--- config.mk ---
export PLATFORM = sky130hd
export DESIGN_NAME = tick_task_scheduler
export DESIGN_NICKNAME = d
export VERILOG_FILES = /design/src/sv/tts_pkg.sv /design/src/sv/tick_task_scheduler.sv /design/src/sv/tts_ctrl.sv /design/src/sv/tts_dpath.sv
export SDC_FILE = /design/constraint.sdc
export NUM_CORES = 2
export LEC_CHECK = 0
export CAP_MARGIN = 20
export CORE_MARGIN = 10
export CORE_UTILIZATION = 63
export DETAILED_ROUTE_END_ITERATION = 12
export DONT_BUFFER_PORTS = 1
export GPL_ROUTABILITY_DRIVEN = 0
export MAX_ROUTING_LAYER = met4
export PLACE_DENSITY = 0.79
export SLEW_MARGIN = 30
export SYNTH_ARGS = -nofsm -noshare
export SYNTH_HDL_FRONTEND = slang
export SYNTH_HIERARCHICAL = 1
export SYNTH_SLANG_ARGS = --single-unit
--- constraint.sdc ---
create_clock -name clock -period 9.3 [get_ports clock]
set_clock_uncertainty 0.05 [all_clocks]
set_input_delay 0.93 -clock clock [delete_from_list [all_inputs] [get_ports clock]]
set_output_delay 0.93 -clock clock [all_outputs]
set_load 0.01 [all_outputs]
--- src/sv/tts_pkg.sv ---
// shared types, constants and codes of the tick task scheduler
package tts_pkg;

   localparam int MAX_ENTRIES_DEF = 16;
   localparam int MAX_RESULTS     = 16;
   localparam int RES_IDX_W       = $clog2(MAX_RESULTS);
   localparam int RES_CNT_W       = $clog2(MAX_RESULTS + 1);
   localparam int ID_W            = 8;
   localparam int WORD_W          = 32;
   localparam int STATUS_W        = 4;
   localparam int HELD_W          = 5;

   typedef enum logic [1:0] {
      REQ_SET      = 2'd0,
      REQ_DELETE   = 2'd1,
      REQ_TICK     = 2'd2,
      REQ_DISPATCH = 2'd3
   } req_kind_type;

   typedef enum logic [STATUS_W-1:0] {
      ST_NULL      = 4'd0,
      ST_UPDATED   = 4'd1,
      ST_ADDED     = 4'd2,
      ST_FULL      = 4'd3,
      ST_REMOVED   = 4'd4,
      ST_NOT_FOUND = 4'd5,
      ST_RUN       = 4'd6,
      ST_NONE      = 4'd7,
      ST_TICK      = 4'd8
   } status_type;

   typedef enum logic [2:0] {
      WR_NONE = 3'd0,
      WR_SET  = 3'd1,
      WR_ADD  = 3'd2,
      WR_TICK = 3'd3,
      WR_RUN  = 3'd4,
      WR_MOVE = 3'd5
   } wr_op_type;

   typedef enum logic [1:0] {
      RES_NONE  = 2'd0,
      RES_ENTRY = 2'd1,
      RES_REQ   = 2'd2,
      RES_ZERO  = 2'd3
   } res_op_type;

   typedef struct packed {
      logic [ID_W-1:0]   id;
      logic [WORD_W-1:0] delay;
      logic [WORD_W-1:0] period;
      logic              ready;
   } entry_type;

   typedef struct packed {
      logic       accept;
      logic       rd_idx;
      logic       rd_next;
      logic       rd_tail;
      logic       idx_inc;
      wr_op_type  wr_op;
      logic       cnt_inc;
      logic       cnt_dec;
      res_op_type res_op;
      status_type code;
      logic       emit;
   } dp_cmd_type;

   typedef struct packed {
      req_kind_type kind;
      logic         id_zero;
      logic         scan_end;
      logic         next_ok;
      logic         hit;
      logic         ent_ready;
      logic         period_zero;
      logic         at_tail;
      logic         full;
      logic         res_full;
      logic         res_empty;
      logic         out_free;
      logic         emit_last;
   } dp_flags_type;

endpackage

--- src/sv/tick_task_scheduler.sv ---
// tick task scheduler top level: controller plus table datapath
// dispatch responses leave one per cycle while rsp_ready does not hold the output register
// throughput: one request at a time; the table scan reads one entry per cycle on the table
// memory read port, which sets the rate, though each task run during a dispatch pauses the scan
// reset clears the entry count and tick counter; table contents stay undefined, no clear pass
module tick_task_scheduler #(
   parameter int MAX_ENTRIES = tts_pkg::MAX_ENTRIES_DEF
) (
   input  logic                          clock,
   input  logic                          reset,
   input  logic                          req_valid,
   output logic                          req_ready,
   input  logic [1:0]                    req_type,
   input  logic [tts_pkg::ID_W-1:0]      req_task_id,
   input  logic [tts_pkg::WORD_W-1:0]    req_first_delay,
   input  logic [tts_pkg::WORD_W-1:0]    req_repeat_period,
   output logic                          rsp_valid,
   input  logic                          rsp_ready,
   output logic [tts_pkg::STATUS_W-1:0]  rsp_status,
   output logic [tts_pkg::ID_W-1:0]      rsp_run_id,
   output logic [tts_pkg::WORD_W-1:0]    rsp_ticks_now,
   output logic [tts_pkg::HELD_W-1:0]    rsp_tasks_held,
   output logic                          rsp_last
);
   import tts_pkg::*;

   dp_cmd_type   cmd;
   dp_flags_type flags;

   tts_ctrl u_ctrl (
      .clock     (clock),
      .reset     (reset),
      .req_valid (req_valid),
      .req_ready (req_ready),
      .flags     (flags),
      .cmd       (cmd)
   );

   tts_dpath #(
      .MAX_ENTRIES (MAX_ENTRIES)
   ) u_dpath (
      .clock             (clock),
      .reset             (reset),
      .req_type          (req_type),
      .req_task_id       (req_task_id),
      .req_first_delay   (req_first_delay),
      .req_repeat_period (req_repeat_period),
      .rsp_ready         (rsp_ready),
      .rsp_valid         (rsp_valid),
      .rsp_status        (rsp_status),
      .rsp_run_id        (rsp_run_id),
      .rsp_ticks_now     (rsp_ticks_now),
      .rsp_tasks_held    (rsp_tasks_held),
      .rsp_last          (rsp_last),
      .cmd               (cmd),
      .flags             (flags)
   );

endmodule

--- src/sv/tts_ctrl.sv ---
// controller state machine sequencing table scans for each request
module tts_ctrl (
   input  logic                  clock,
   input  logic                  reset,
   input  logic                  req_valid,
   output logic                  req_ready,
   input  tts_pkg::dp_flags_type flags,
   output tts_pkg::dp_cmd_type   cmd
);
   import tts_pkg::*;

   typedef enum logic [4:0] {
      S_IDLE = 5'b00001,
      S_READ = 5'b00010,
      S_EVAL = 5'b00100,
      S_MOVE = 5'b01000,
      S_EMIT = 5'b10000
   } state_type;

   state_type state_ff, state_in;

   assign req_ready = (state_ff == S_IDLE);

   always_ff @(posedge clock) begin
      if (reset) begin
         state_ff <= S_IDLE;
      end else begin
         state_ff <= state_in;
      end
   end

   always_comb begin
      cmd        = '0;
      cmd.wr_op  = WR_NONE;
      cmd.res_op = RES_NONE;
      cmd.code   = ST_NULL;
      state_in   = state_ff;
      case (state_ff)
         S_IDLE: begin
            if (req_valid) begin
               cmd.accept = 1'b1;
               state_in   = S_READ;
            end
         end
         S_READ: begin
            case (flags.kind)
               REQ_SET: begin
                  if (flags.id_zero) begin
                     cmd.res_op = RES_ZERO;
                     cmd.code   = ST_NULL;
                     state_in   = S_EMIT;
                  end else if (flags.scan_end) begin
                     cmd.res_op = RES_REQ;
                     if (flags.full) begin
                        cmd.code = ST_FULL;
                     end else begin
                        cmd.code    = ST_ADDED;
                        cmd.wr_op   = WR_ADD;
                        cmd.cnt_inc = 1'b1;
                     end
                     state_in = S_EMIT;
                  end else begin
                     cmd.rd_idx = 1'b1;
                     state_in   = S_EVAL;
                  end
               end
               REQ_DELETE: begin
                  if (flags.scan_end) begin
                     cmd.res_op = RES_REQ;
                     cmd.code   = ST_NOT_FOUND;
                     state_in   = S_EMIT;
                  end else begin
                     cmd.rd_idx = 1'b1;
                     state_in   = S_EVAL;
                  end
               end
               REQ_TICK: begin
                  if (flags.scan_end) begin
                     cmd.res_op = RES_ZERO;
                     cmd.code   = ST_TICK;
                     state_in   = S_EMIT;
                  end else begin
                     cmd.rd_idx = 1'b1;
                     state_in   = S_EVAL;
                  end
               end
               default: begin
                  if (flags.scan_end || flags.res_full) begin
                     if (flags.res_empty) begin
                        cmd.res_op = RES_ZERO;
                        cmd.code   = ST_NONE;
                     end
                     state_in = S_EMIT;
                  end else begin
                     cmd.rd_idx = 1'b1;
                     state_in   = S_EVAL;
                  end
               end
            endcase
         end
         S_EVAL: begin
            case (flags.kind)
               REQ_SET: begin
                  if (flags.hit) begin
                     cmd.wr_op  = WR_SET;
                     cmd.res_op = RES_REQ;
                     cmd.code   = ST_UPDATED;
                     state_in   = S_EMIT;
                  end else if (flags.next_ok) begin
                     cmd.rd_next = 1'b1;
                  end else begin
                     cmd.idx_inc = 1'b1;
                     state_in    = S_READ;
                  end
               end
               REQ_DELETE: begin
                  if (flags.hit) begin
                     cmd.res_op = RES_REQ;
                     cmd.code   = ST_REMOVED;
                     if (flags.at_tail) begin
                        cmd.cnt_dec = 1'b1;
                        state_in    = S_EMIT;
                     end else begin
                        cmd.rd_tail = 1'b1;
                        state_in    = S_MOVE;
                     end
                  end else if (flags.next_ok) begin
                     cmd.rd_next = 1'b1;
                  end else begin
                     cmd.idx_inc = 1'b1;
                     state_in    = S_READ;
                  end
               end
               REQ_TICK: begin
                  cmd.wr_op = WR_TICK;
                  if (flags.next_ok) begin
                     cmd.rd_next = 1'b1;
                  end else begin
                     cmd.idx_inc = 1'b1;
                     state_in    = S_READ;
                  end
               end
               default: begin
                  if (flags.ent_ready) begin
                     cmd.res_op = RES_ENTRY;
                     cmd.code   = ST_RUN;
                     if (flags.period_zero && !flags.at_tail) begin
                        cmd.rd_tail = 1'b1;
                        state_in    = S_MOVE;
                     end else begin
                        if (flags.period_zero) begin
                           cmd.cnt_dec = 1'b1;
                        end else begin
                           cmd.wr_op = WR_RUN;
                        end
                        cmd.idx_inc = 1'b1;
                        state_in    = S_READ;
                     end
                  end else if (flags.next_ok) begin
                     cmd.rd_next = 1'b1;
                  end else begin
                     cmd.idx_inc = 1'b1;
                     state_in    = S_READ;
                  end
               end
            endcase
         end
         S_MOVE: begin
            cmd.wr_op   = WR_MOVE;
            cmd.cnt_dec = 1'b1;
            if (flags.kind == REQ_DELETE) begin
               state_in = S_EMIT;
            end else begin
               cmd.idx_inc = 1'b1;
               state_in    = S_READ;
            end
         end
         S_EMIT: begin
            if (flags.out_free) begin
               cmd.emit = 1'b1;
               if (flags.emit_last) begin
                  state_in = S_IDLE;
               end
            end
         end
         default: begin
            state_in = S_IDLE;
         end
      endcase
   end

endmodule

--- src/sv/tts_dpath.sv ---
// datapath: task table memory, counters, result buffer and output register
module tts_dpath #(
   parameter int MAX_ENTRIES = tts_pkg::MAX_ENTRIES_DEF
) (
   input  logic                          clock,
   input  logic                          reset,
   input  logic [1:0]                    req_type,
   input  logic [tts_pkg::ID_W-1:0]      req_task_id,
   input  logic [tts_pkg::WORD_W-1:0]    req_first_delay,
   input  logic [tts_pkg::WORD_W-1:0]    req_repeat_period,
   input  logic                          rsp_ready,
   output logic                          rsp_valid,
   output logic [tts_pkg::STATUS_W-1:0]  rsp_status,
   output logic [tts_pkg::ID_W-1:0]      rsp_run_id,
   output logic [tts_pkg::WORD_W-1:0]    rsp_ticks_now,
   output logic [tts_pkg::HELD_W-1:0]    rsp_tasks_held,
   output logic                          rsp_last,
   input  tts_pkg::dp_cmd_type           cmd,
   output tts_pkg::dp_flags_type         flags
);
   import tts_pkg::*;

   localparam int CNT_W = $clog2(MAX_ENTRIES + 1);
   localparam int AW    = (MAX_ENTRIES > 1) ? $clog2(MAX_ENTRIES) : 1;

   entry_type mem [MAX_ENTRIES];
   entry_type rd_data_ff;
   entry_type wr_data;
   logic            rd_en, wr_en;
   logic [AW-1:0]   rd_addr, wr_addr;

   req_kind_type      kind_ff;
   logic [ID_W-1:0]   id_ff;
   logic [WORD_W-1:0] delay_ff, period_ff;
   logic [CNT_W-1:0]  count_ff, idx_ff, idx_nx, tail;
   logic [CNT_W:0]    idx_ext_nx;
   logic [WORD_W-1:0] tick_ff;

   logic [ID_W-1:0]      res_buf [MAX_RESULTS];
   logic [RES_CNT_W-1:0] res_n_ff, emit_ff, emit_nx;
   status_type           status_ff;
   logic [ID_W-1:0]      push_id;

   logic                 rsp_valid_ff, rsp_last_ff;
   logic [STATUS_W-1:0]  rsp_status_ff;
   logic [ID_W-1:0]      rsp_run_id_ff;
   logic [WORD_W-1:0]    rsp_ticks_ff;
   logic [HELD_W-1:0]    rsp_held_ff;
   logic [CNT_W+HELD_W-1:0] count_wide;

   assign idx_nx     = idx_ff + CNT_W'(1);
   assign idx_ext_nx = {1'b0, idx_ff} + (CNT_W+1)'(1);
   assign tail       = count_ff - CNT_W'(1);
   assign emit_nx    = emit_ff + RES_CNT_W'(1);
   assign count_wide = {{HELD_W{1'b0}}, count_ff};

   // status toward the controller
   always_comb begin
      flags.kind        = kind_ff;
      flags.id_zero     = (id_ff == '0);
      flags.scan_end    = (idx_ff >= count_ff);
      flags.next_ok     = (idx_ext_nx < {1'b0, count_ff});
      flags.hit         = (rd_data_ff.id == id_ff);
      flags.ent_ready   = rd_data_ff.ready;
      flags.period_zero = (rd_data_ff.period == '0);
      flags.at_tail     = (idx_ext_nx == {1'b0, count_ff});
      flags.full        = (count_ff == CNT_W'(MAX_ENTRIES));
      flags.res_full    = (res_n_ff == RES_CNT_W'(MAX_RESULTS));
      flags.res_empty   = (res_n_ff == '0);
      flags.out_free    = !rsp_valid_ff || rsp_ready;
      flags.emit_last   = (emit_nx == res_n_ff);
   end

   // table port control
   always_comb begin
      rd_en   = cmd.rd_idx || cmd.rd_next || cmd.rd_tail;
      rd_addr = idx_ff[AW-1:0];
      if (cmd.rd_next) begin
         rd_addr = idx_nx[AW-1:0];
      end else if (cmd.rd_tail) begin
         rd_addr = tail[AW-1:0];
      end
      wr_en   = (cmd.wr_op != WR_NONE);
      wr_addr = (cmd.wr_op == WR_ADD) ? count_ff[AW-1:0] : idx_ff[AW-1:0];
      wr_data = rd_data_ff;
      case (cmd.wr_op)
         WR_SET, WR_ADD: begin
            wr_data.id     = id_ff;
            wr_data.delay  = delay_ff;
            wr_data.period = period_ff;
            wr_data.ready  = 1'b0;
         end
         WR_TICK: begin
            if (rd_data_ff.delay == '0) begin
               wr_data.ready = 1'b1;
            end else begin
               wr_data.delay = rd_data_ff.delay - WORD_W'(1);
            end
         end
         WR_RUN: begin
            wr_data.ready = 1'b0;
            if (rd_data_ff.delay == '0) begin
               wr_data.delay = rd_data_ff.period - WORD_W'(1);
            end
         end
         default: begin
            wr_data = rd_data_ff;
         end
      endcase
   end

   always_ff @(posedge clock) begin
      if (wr_en) begin
         mem[wr_addr] <= wr_data;
      end
      if (rd_en) begin
         rd_data_ff <= mem[rd_addr];
      end
   end

   always_comb begin
      case (cmd.res_op)
         RES_ENTRY: push_id = rd_data_ff.id;
         RES_REQ:   push_id = id_ff;
         default:   push_id = '0;
      endcase
   end

   // request latch and result buffer
   always_ff @(posedge clock) begin
      if (cmd.accept) begin
         kind_ff   <= req_kind_type'(req_type);
         id_ff     <= req_task_id;
         delay_ff  <= req_first_delay;
         period_ff <= req_repeat_period;
      end
      if (cmd.res_op != RES_NONE) begin
         res_buf[res_n_ff[RES_IDX_W-1:0]] <= push_id;
         status_ff                        <= cmd.code;
      end
      if (cmd.emit) begin
         rsp_status_ff <= status_ff;
         rsp_run_id_ff <= res_buf[emit_ff[RES_IDX_W-1:0]];
         rsp_ticks_ff  <= tick_ff;
         rsp_held_ff   <= count_wide[HELD_W-1:0];
         rsp_last_ff   <= flags.emit_last;
      end
   end

   always_ff @(posedge clock) begin
      if (reset) begin
         count_ff     <= '0;
         tick_ff      <= '0;
         idx_ff       <= '0;
         res_n_ff     <= '0;
         emit_ff      <= '0;
         rsp_valid_ff <= 1'b0;
      end else begin
         if (cmd.accept) begin
            idx_ff   <= '0;
            res_n_ff <= '0;
            emit_ff  <= '0;
            if (req_kind_type'(req_type) == REQ_TICK) begin
               tick_ff <= tick_ff + WORD_W'(1);
            end
         end else begin
            if (cmd.rd_next || cmd.idx_inc) begin
               idx_ff <= idx_nx;
            end
            if (cmd.res_op != RES_NONE) begin
               res_n_ff <= res_n_ff + RES_CNT_W'(1);
            end
            if (cmd.emit) begin
               emit_ff <= emit_nx;
            end
         end
         if (cmd.cnt_inc) begin
            count_ff <= count_ff + CNT_W'(1);
         end else if (cmd.cnt_dec) begin
            count_ff <= tail;
         end
         if (cmd.emit) begin
            rsp_valid_ff <= 1'b1;
         end else if (rsp_ready) begin
            rsp_valid_ff <= 1'b0;
         end
      end
   end

   assign rsp_valid      = rsp_valid_ff;
   assign rsp_status     = rsp_status_ff;
   assign rsp_run_id     = rsp_run_id_ff;
   assign rsp_ticks_now  = rsp_ticks_ff;
   assign rsp_tasks_held = rsp_held_ff;
   assign rsp_last       = rsp_last_ff;

endmodule
## Word level (Yosys, flattened, before mapping)

Memories as Yosys holds them, arrays and structs flattened. A register that Yosys moved wholly into a read port is not among the register bits.
Cells that the tools add are included.
W data, S select, Z words.

| cells by class | value |
|---|---|
| $add $sub $neg | 9 |
| muxes and demuxes | 89 |
| magnitude comparators | 2 |
| reduce and logical (&&, ||, !) cells | 25 |
| equality and inequality tests | 22 |

Operators with widths:

| operator | number |
|---|---|
| $mux W32 | 3 |
| $pmux W32 S3 | 1 |
| $mux W5 | 14 |
| $logic_not A32 Y1 | 2 |
| $sub A32 B1 Y32 const B | 2 |
| $mux W6 | 7 |
| $pmux W6 S3 | 2 |
| $add A32 B1 Y32 const B | 1 |
| $mux W1 | 32 |
| $mux W4 | 8 |
| $pmux W5 S5 | 1 |
| $add A5 B1 Y5 const B | 4 |
| $pmux W3 S3 | 2 |
| $pmux W1 S2 | 8 |
| $pmux W8 S2 | 1 |
| $eq A5 B5 Y1 const B | 3 |
| $pmux W5 S3 | 1 |
| $mux W7 | 2 |
| $pmux W6 S2 | 1 |
| $pmux W5 S2 | 1 |
| $reduce_or A2 Y1 | 5 |
| $mux W3 | 3 |
| $eq A8 B8 Y1 | 1 |
| $logic_not A8 Y1 | 1 |
| other kinds (28) | 41 |

| word-level totals | value |
|---|---|
| memory bits (writable) | 1296 |
| output and inout port bits | 52 |
| register bits after elaboration | 178 |
| memories kept | 2 |
| input bits | 78 |
| logic and storage cells | 165 |

Memories:

| memory | words | bits a word | read ports | clocked after memory_dff | wr ports | line | source |
|---|---|---|---|---|---|---|---|
| u_dpath.mem | 16 | 73 | 1 | 1 | 1 | tts_dpath.sv:26 | `entry_type mem [MAX_ENTRIES];` |
| u_dpath.res_buf | 16 | 8 | 1 | 1 | 1 | tts_dpath.sv:39 | `logic [ID_W-1:0] res_buf [MAX_RESULTS];` |

## Logic depth before layout (Yosys ltp)

| depth | value |
|---|---|
| word-level depth | 11 |
| depth in mapped cells | 20 |
| gate-level depth less buffers | 18 |

## Cells and area by module

The synthesis kept the hierarchy.

By module, submodules not included:

| module | cells an instance | area an instance (um^2) | times used |
|---|---|---|---|
| tts_dpath | 3073 | 60558.1 | 1 |
| tts_ctrl | 113 | 823.3 | 1 |

## Worst setup path before layout

Ideal clock, no wire load.

| path | value |
|---|---|
| kind | register to register |
| from | register u_dpath/rd_data_ff[17] (netlist name) |
| to | memory u_dpath/mem[10][0] (netlist bit), enable pin |
| arrival time | 6.320 ns |
| clock period less this slack | 6.875 ns |
| required time | 8.745 ns |
| buffers on the path | 2 |
| library setup time | 0.505 ns |
| slack | 2.425 ns |
| cell stages (with the launch flop) | 12 |
| cells stage by stage | edfxtp_1 > or4_4 > or3_4 > or3_4 > nor4_1 > o21ai_0 > clkbuf_1 > clkbuf_1 > nor2_1 > nand3_1 > o32a_1 > nor2_1 |

RTL lines:

| item | line |
|---|---|
| to (decl) | tts_dpath.sv:26 |

==> summary.txt <==
Synth
  – Sequential share of the synthesized area: 75.1%
  – Mapped Nets: 3,295
  – Yosys warnings: 6
  – Cell count after synthesis: 3,186
  – Post-synth design cell area: 0.0614 mm2
  – Commonest register cell after synthesis: edfxtp_1
  – EDFF count, synth: 1,497
  – Synth unique cells: 90
  – #FFs+latches synth: 1,555
  – Async SR Flop Fraction: 0%
  – Syn Area/Cell: 19.3 um2

Power
  – Pwr Density: 204 mW/mm2
  – Maximum vdd ir drop: 0.000284 V
  – Leak: 21.5 nW

Timing
  – RSZ-0062 raised after global routing: no
  – Setup violators final: 0
  – Pins Over Slew Limit: 0
  – Max Freq: 162 MHz
  – Slew margin rel.: 30.0%
  – Final Cycle Share: 66.4%
  – Final TNS setup: 0 ns
  – Worst-Margin Slew: 1.04 ns
  – Final Hold Violating Endpoints: 0
  – Fin crit period: 6.17 ns

Finish
  – Area growth, synth to finish: 11.4%
  – Design area: 0.0684 mm2
  – Nets: 3,368
  – Layout cells sized above 1: 21.0%

Setup path
  – Slowest cell on crit path: buf_4
  – Slowest stage delay, CP: 0.69 ns
  – CP Launch Point: u_dpath/idx_ff[0]
  – CP Cell Sequence: inv_1 > ha_1 > nand2b_1 > a21o_1 > a21oi_1 > nor2b_1 > o21ai_0 > nand2b_1 > and4b_1 > a21o_1 > nor3b_2 > or2_4 > buf_4 > nor2_1 > nand2_1 > a21boi_0 > o221a_1
  – Worst r2r src: u_dpath/idx_ff[0]
  – Critical path class: flip-flop to flip-flop
  – Worst EP required: 9.69 ns
  – Max FO, Critical Path: 55
  – Startpoint types: flip-flop
  – Arr. time, crit path: 6.57 ns
  – Worst setup EP type: flip-flop

Placed design
  – Post-DP HPWL: 80.4 mm
  – Placed instance area: 0.0632 mm2
  – Buffers on Ports: 0

Floorplan
  – Die area: 0.110 mm2
  – Top Ports: 130
  – Height of the die: 332 um
  – Rows: 114
  – Initial core utilization: 63.5%
  – Core area: 0.0967 mm2
  – Die span in x: 332 um

CTS
  – Post-CTS Setup Bufs: 0
  – Clock Latency Late Sink: 0.77 ns
  – Hold Buf Count CTS: 0
  – CTS H-tree lvls: 4
  – Post_cts resized: 0
  – CTS sink count: 1,555
  – Worst-path clk slew: 0.07 ns
  – CTS Buf Count: 150
  – Clock Tree Buf Depth: 3
  – CTS root buf: clkbuf_16
  – CTS tree: done

Routing
  – Antenna Nets Post-Route: 0
  – Via density: 7.03
  – Routed wire length: 152 mm
  – DRT Pass-1 Iters: 8
  – Starting DRT DRC Count: 5,269
  – DRC viols: 0
  – DR vias: 32,803
  – Wire per inst: 32.6 um

GRT
  – GRT met1 Usage: 36.0%
  – Number of global-route vias before repair: 33,118
  – First-pass GRT wire length: 223 mm
  – Met2 GRT Util: 43.9%
  – Most Used Layer, Global Route: met2
  – Largest net degree at the start of global routing: 122
  – Met3 Use GR: 7.01%
  – Overflow after GRT: 0
  – Antenna violations before repair: 9
  – Total GRT Usage: 28.1%

Outcome
  – Status: completed

Min path
  – Min-delay worst type: input pin to flip-flop
  – HP Start: req_first_delay[21]

Job
  – Max_cap viols: 0
synthesized netlist by cell type, types with 8 or more instances:
cell type / count / share of area, %
mux4_2: 332 / 12
nand3_1: 47 / 0.38
xnor2_1: 55 / 0.78
o211ai_1: 14 / 0.17
a22oi_1: 166 / 2.0
or4_1: 11 / 0.13
ha_1: 31 / 0.63
o21ai_1: 12 / 0.098
nor2b_1: 17 / 0.17
nor3b_1: 9 / 0.11
o21ai_0: 27 / 0.22
mux2i_1: 8 / 0.13
buf_2: 44 / 0.36
nand4_1: 26 / 0.26
or3_1: 10 / 0.10
nand2_1: 244 / 1.5
edfxtp_1: 1497 / 73
o22ai_1: 8 / 0.082
clkbuf_1: 104 / 0.64
a31oi_1: 13 / 0.13
dfxtp_1: 58 / 1.9
nor2_1: 115 / 0.70
nor3_1: 36 / 0.29
xor2_1: 40 / 0.57
and3_1: 22 / 0.22
inv_1: 30 / 0.18
a21oi_1: 32 / 0.26
nor4_1: 24 / 0.24
and2_1: 12 / 0.12
nand2b_1: 10 / 0.10
path summary, 6_finish.rpt:
| check | endpoint | slack, ns | cells past startpoint |
|---|---|---|---|
| worst max-delay path | u_dpath/mem[6][59] | 3.13 | 17 |
| worst min-delay path | u_dpath/delay_ff[21] | 0.21 | 0 |
| worst min register to register | u_dpath/rsp_status[0] | 0.38 | 0 |
| worst max register to register | u_dpath/mem[6][59] | 3.13 | 17 |
cells by family (layout without fill, tap and decap cells):
| kind of cell | after synthesis | after routing | share of synthesized area [%] |
|---|---|---|---|
| muxes | 343 | 343 | 12.4 |
| adders and majority gates | 34 | 34 | 0.681 |
| DFF | 1555 | 1555 | 75.1 |
| AOI/OAI and AO/OA | 341 | 341 | 4.02 |
| and+or+nand+nor | 630 | 630 | 5.18 |
| xor gates and xnor gates | 95 | 95 | 1.36 |
| other | 0 | 6 | 0 |
| buffers and inverters | 188 | 383 | 1.28 |
flip-flops by register name, indices dropped and copies added, names as in the netlist:
| register | count |
|---|---|
| u_dpath/emit_ff | 5 |
| u_dpath/rsp_last | 1 |
| u_dpath/rsp_status | 4 |
| u_dpath/rsp_run_id | 8 |
| u_dpath/rd_data_ff | 72 |
| u_dpath/id_ff | 8 |
| u_dpath/res_buf | 128 |
| u_dpath/tick_ff | 32 |
| u_dpath/period_ff | 32 |
| u_dpath/rsp_valid | 1 |
| u_dpath/count_ff | 5 |
| u_dpath/idx_ff | 5 |
| u_dpath/status_ff | 4 |
| u_dpath/mem | 1168 |
| u_dpath/kind_ff | 2 |
| u_dpath/delay_ff | 32 |
| u_dpath/flags | 1 |
| u_dpath/res_n_ff | 5 |
| u_dpath/rsp_tasks_held | 5 |
| u_dpath/rsp_ticks_now | 32 |
| u_ctrl/state_ff | 5 |
cell usage in the layout, fill, tap and decap left out, types with 7 or more instances in the layout:
cell type   count
ha_1           31
edfxtp_1     1497
xor2_1         40
dfxtp_1        57
nand2b_1       10
buf_12          7
o211ai_1       14
nor2_4         21
nor4_1         23
nor2b_1        10
bufinv_16      19
a31oi_1        12
and2_1         11
o21ai_2         7
nor2_1         93
nand2_1       244
clkbuf_16     155
clkbuf_1       34
clkinv_2       21
a22oi_1       166
inv_1          30
or4_1          11
mux4_2        332
nand3_1        47
and3_1         22
xnor2_1        55
mux2i_1         8
clkinv_1       27
nand4_1        26
buf_4          52
nor3b_1         9
nor3_1         36
o22ai_1         7
o21ai_1         7
a21oi_1        31
or3_1           9
nor2b_2         7
o21ai_0        25
clkinvlp_4      7
a21o_1          7
per-layer routing:
metal	routed length [um]	vias up
met4	5310	0
met1	53300	16637
met2	74500	2522
met5	0	-
li1	-	13214
met3	19000	430
worst max-delay path: cells and delay by family (launching register included):
kind / cells / cell delay [ns]
adders and majority gates: 1 / 0.32
buffers and inverters: 2 / 0.87
and+or+nand+nor: 8 / 2.47
DFF: 1 / 0.54
AOI/OAI and AO/OA: 6 / 1.58
through the flow:
step / hold slack (ns) / std cells / setup WS (ns) / util (%) / total power, mW
6_report: 0.206 / 4663 / 3.13 / 70.7 / 14.0
5_1_grt: 0.172 / 4662 / 2.84 / 70.7 / 14.3
4_1_cts: 0.164 / 4648 / 3.20 / 70.5 / 14.0
3_5_place_dp: 0.358 / 4374 / 3.22 / 65.4 / 7.92
3_3_place_gp: 0.369 / 4365 / 3.43 / 65.2 / 7.91
2_1_floorplan: 0.350 / 3186 / 2.42 / - / 7.87
cell type report:
cell class	count	area (um2)
well taps	1276	1600
multi-input cells	1443	14800
fillers	5501	28400
flip-flops and latches	1555	46100
inverters	30	113
repair buffers	79	772
diodes	6	15.0
clock inverters	85	968
clock buffers	189	4010
power by group:
group / switching (mW) / leakage [nW] / internal (mW)
Combinational: 0.0815 / 5.19 / 0.0290
Clock: 2.59 / 2.41 / 3.59
Sequential: 0.0372 / 13.9 / 7.63
Power figures use the tool's default switching activity.
